## config.mk

```make
export PLATFORM = sky130hd
export DESIGN_NAME = icfpr_bus_timing
export DESIGN_NICKNAME = d
export VERILOG_FILES = /design/src/hdl/assert_macros.svh /design/src/hdl/icfpr_bus_timing.sv
export SDC_FILE = /design/constraint.sdc
export NUM_CORES = 1
export LEC_CHECK = 0
export ABC_AREA = 0
export BUFFER_PORTS_ARGS = -buffer_cell sky130_fd_sc_hd__buf_2
export CORE_ASPECT_RATIO = 0.5
export CORE_MARGIN = 2
export CORE_UTILIZATION = 61
export DETAILED_ROUTE_END_ITERATION = 6
export PLACE_DENSITY = 0.93
export SYNTH_ARGS = -nofsm -noshare
export SYNTH_HDL_FRONTEND = slang
export SYNTH_SLANG_ARGS = --single-unit
```

## constraint.sdc

```tcl
create_clock -name vclk -period 8.4
set_clock_uncertainty 0.05 [all_clocks]
set_input_delay 0 -clock vclk [all_inputs]
set_output_delay 0 -clock vclk [all_outputs]
set_load 0.03 [all_outputs]
```

## src/hdl/assert_macros.svh

```systemverilog
// Concurrent assertion helpers for the RTL.
`ifndef ASSERT_MACROS_SVH
`define ASSERT_MACROS_SVH

`ifndef SYNTHESIS

`define ASSERT_IMPLY(name, clk, rst_n, ante, cons) \
    name: assert property (@(posedge clk) disable iff (!(rst_n)) (ante) |-> (cons)) \
        else $error("assertion failed");

`define ASSERT_NEXT(name, clk, rst_n, ante, cons) \
    name: assert property (@(posedge clk) disable iff (!(rst_n)) (ante) |=> (cons)) \
        else $error("assertion failed");

`else

`define ASSERT_IMPLY(name, clk, rst_n, ante, cons)

`define ASSERT_NEXT(name, clk, rst_n, ante, cons)

`endif

`endif

```

## src/hdl/icfpr_bus_timing.sv

```systemverilog
module icfpr_bus_timing (
    input  logic [12:0] i_bios_delay,
    input  logic [15:0] i_com_delay,
    output logic [7:0]  o_cycles
);

    logic signed [9:0] c0;
    logic signed [9:0] c2;
    logic signed [9:0] c3;
    logic signed [9:0] acc;
    logic signed [9:0] mins;
    logic signed [9:0] base;
    logic signed [9:0] first_a;
    logic signed [9:0] first_b;
    logic signed [9:0] first_c;
    logic signed [9:0] seq_a;
    logic signed [9:0] seq_b;
    logic signed [9:0] total;

    always_comb begin
        c0      = signed'({6'd0, i_com_delay[3:0]});
        c2      = signed'({6'd0, i_com_delay[11:8]});
        c3      = signed'({6'd0, i_com_delay[15:12]});
        acc     = signed'({6'd0, i_bios_delay[7:4]}) + 10'sd1;
        mins    = i_bios_delay[11] ? c3 : 10'sd0;
        base    = (i_bios_delay[8] ? (c0 - 10'sd1) : 10'sd0)
                + (i_bios_delay[10] ? c2 : 10'sd0);
        first_a = (base < 10'sd6) ? (base + 10'sd1) : base;
        first_b = first_a + acc + 10'sd2;
        first_c = (first_b < (mins + 10'sd6)) ? (mins + 10'sd6) : first_b;
        seq_a   = base + acc + 10'sd2;
        seq_b   = (seq_a < (mins + 10'sd2)) ? (mins + 10'sd2) : seq_a;
        total   = first_c + (i_bios_delay[12] ? seq_b : (seq_b + (seq_b <<< 1)));
        priority if (total < 10'sd0) begin
            o_cycles = 8'd0;
        end else if (total > 10'sd255) begin
            o_cycles = 8'd255;
        end else begin
            o_cycles = total[7:0];
        end
    end

endmodule

```

==> impl_results.md <==
- Antenna viol nets, final: 0
- Detail-routed via count per cell: a little over 6
- HP Class: input port to output pin
- Final setup viols: 0
- DP HPWL: between 5 and 6 mm
- Outcome: complete, no violations
- Die W: ~95 um
- 1st-iter DRT viols: 189
- Layout net count: 456
- Initial Util: 0.6422
- Placed Cells: 414
- Pin count of the biggest net entering global routing: 15
- Worst setup EP type: output pin
- Filler cells: approximately 310
- Vias in the first global route: ~2500
- Mapped Nets: between 400 and 500
- N_diodes: 0
- DRT Wirelength: 6.108 mm
- Post-Layout Cell Count: between 400 and 500
- Die H: a little under 50 um
- Post-synthesis sequential area ratio: 0
- Fin crit share: 0.9374
- Worst rel slew slack: 0.7181
- WP buf/inv: 7
- Worst Tran Pin Value: ~0.42 ns
- Count of input and output buffers: 28
- Most frequent cells in the layout: 54 x ha_1, 30 x inv_1, 29 x a21oi_1
- Cell row count: 16
- Total gr overflow: 0
- Vias: around 2500
- DRC: 0
- CP Launch Type: input port
- Synthesized area: between 2000 and 3000 um^2
- Cell count after synthesis: between 300 and 400
- Initial antenna violation count: 0
- Commonest non-fill, non-tap cell in the layout: ha_1
- Worst Path Max Fanout: 13
- Max stage delay cell, worst path: ha_2
- Multi-input combinational cell area: approximately 2400 um^2
- Layout area overhead: 9.533%
- Distinct cells, synth: 52
- Gpl congestion: about 0.93
- Data arrival, critical path: 7.82 ns
- First-pass GRT wire length: about 10 mm
- Total die area: around 4700 um^2
- Ports: 37
- Worst path top cell family by delay: compound AO/OA/AOI/OAI gates
- Drt wl/cell: 14.61 um
- Register Area: 0 um^2
- Max-cap violations: 0
- TritonRoute pass-1 iters: 6
- CP Class: input port to output pin
- Syn avg cell area: 7.455 um^2
- Yosys warning count: 0
- Total GRT Usage: 0.2647
- Min Tclk post-route: 7.874 ns
- CP peak stage delay: around 0.46 ns
- FF+latch count: 0
- Crit-path most repeated cell: ha_1
- Final hold violations: 0
- Share of cells above drive strength 1: 0.1456
- Slew Limit Fails: 0
- # clk buffers: 0
- Final core occ: 0.7034
- CTS Hold Bufs: 0
- Max Fclk: between 0.1 and 0.15 GHz
- Core area: slightly below 4000 um^2
- Worst EP required: ~8.4 ns
-- area by class of cell --
type	count	share of cell area
tap	54	0.02448
timing repair buffer	32	0.06165
multi-input combinational	300	0.8704
inverter	32	0.04352
-- cells by family after synthesis --
group | Yosys count | synth area share
adders and majority gates | 62 | 0.3217
buffers and inverters | 38 | 0.05909
muxes | 6 | 0.02483
xor gates and xnor gates | 37 | 0.1316
and+or+nand+nor | 89 | 0.1812
AOI/OAI and AO/OA | 106 | 0.2815
-- Yosys cell counts (2+ instances only) --
cell,count,share of area
and3_1,2,0.0050
a21o_1,10,0.030
o21bai_1,4,0.012
o31a_1,2,0.0070
or3_1,2,0.0050
o21ai_0,27,0.054
xor2_1,16,0.056
nand2_1,19,0.028
mux2i_1,4,0.016
inv_1,30,0.045
nand3_1,5,0.0099
nor2b_1,7,0.017
nand4_1,2,0.0050
nor3_1,6,0.012
a211oi_1,4,0.012
clkbuf_1,3,0.0045
a21oi_2,2,0.0070
a31o_2,2,0.0070
mux2_2,2,0.0089
buf_2,2,0.0040
o211a_1,2,0.0079
a21oi_1,29,0.058
ha_1,56,0.28
o21ai_2,2,0.0070
nor2_1,25,0.037
fa_1,5,0.040
o21a_1,6,0.018
o211ai_1,3,0.0089
xnor2_1,20,0.070
and2_1,8,0.020
a41oi_1,2,0.0070
a31oi_1,3,0.0074
nand2b_1,7,0.017
-- layer usage --
| metal | GRT usage | share of wire |
|---|---|---|
| met1 | 0.3408 | 0.45 |
| met2 | 0.4905 | 0.48 |
| met3 | 0.01223 | 0.062 |
| met4 | 0.05797 | 0.013 |
| met5 | 0 | 0 |
-- stage by stage --
step | setup TNS [ns] | cell area [um^2] | worst slack (ns) | hold WS (ns)
2_1_floorplan | 0 | 2520 | 1.043 | 0.3421
3_3_place_gp | 0 | 2699 | 0.5549 | 0.6448
3_5_place_dp | 0 | 2699 | 0.2086 | 0.6774
4_1_cts | 0 | 2699 | 0.1650 | 0.6779
5_1_grt | -0.0007274 | 2760 | -0.0007274 | 0.7985
6_report | 0 | 2760 | 0.5256 | 0.6839
-- what timing repair did --
| item | CTS | global route |
|---|---|---|
| gates resized for setup | 0 | 9 |
| setup endpoints to repair | 0 | 8 |
| setup buffers | 0 | 4 |
-- path summary, 6_finish.rpt --
check,from,endpoint,depth (start not counted)
max,i_com_delay[0],o_cycles[0],37
min,i_com_delay[12],o_cycles[0],7
Power is not shown: default switching activity piles up to over one toggle a cycle in this logic, so the estimate is an artifact.
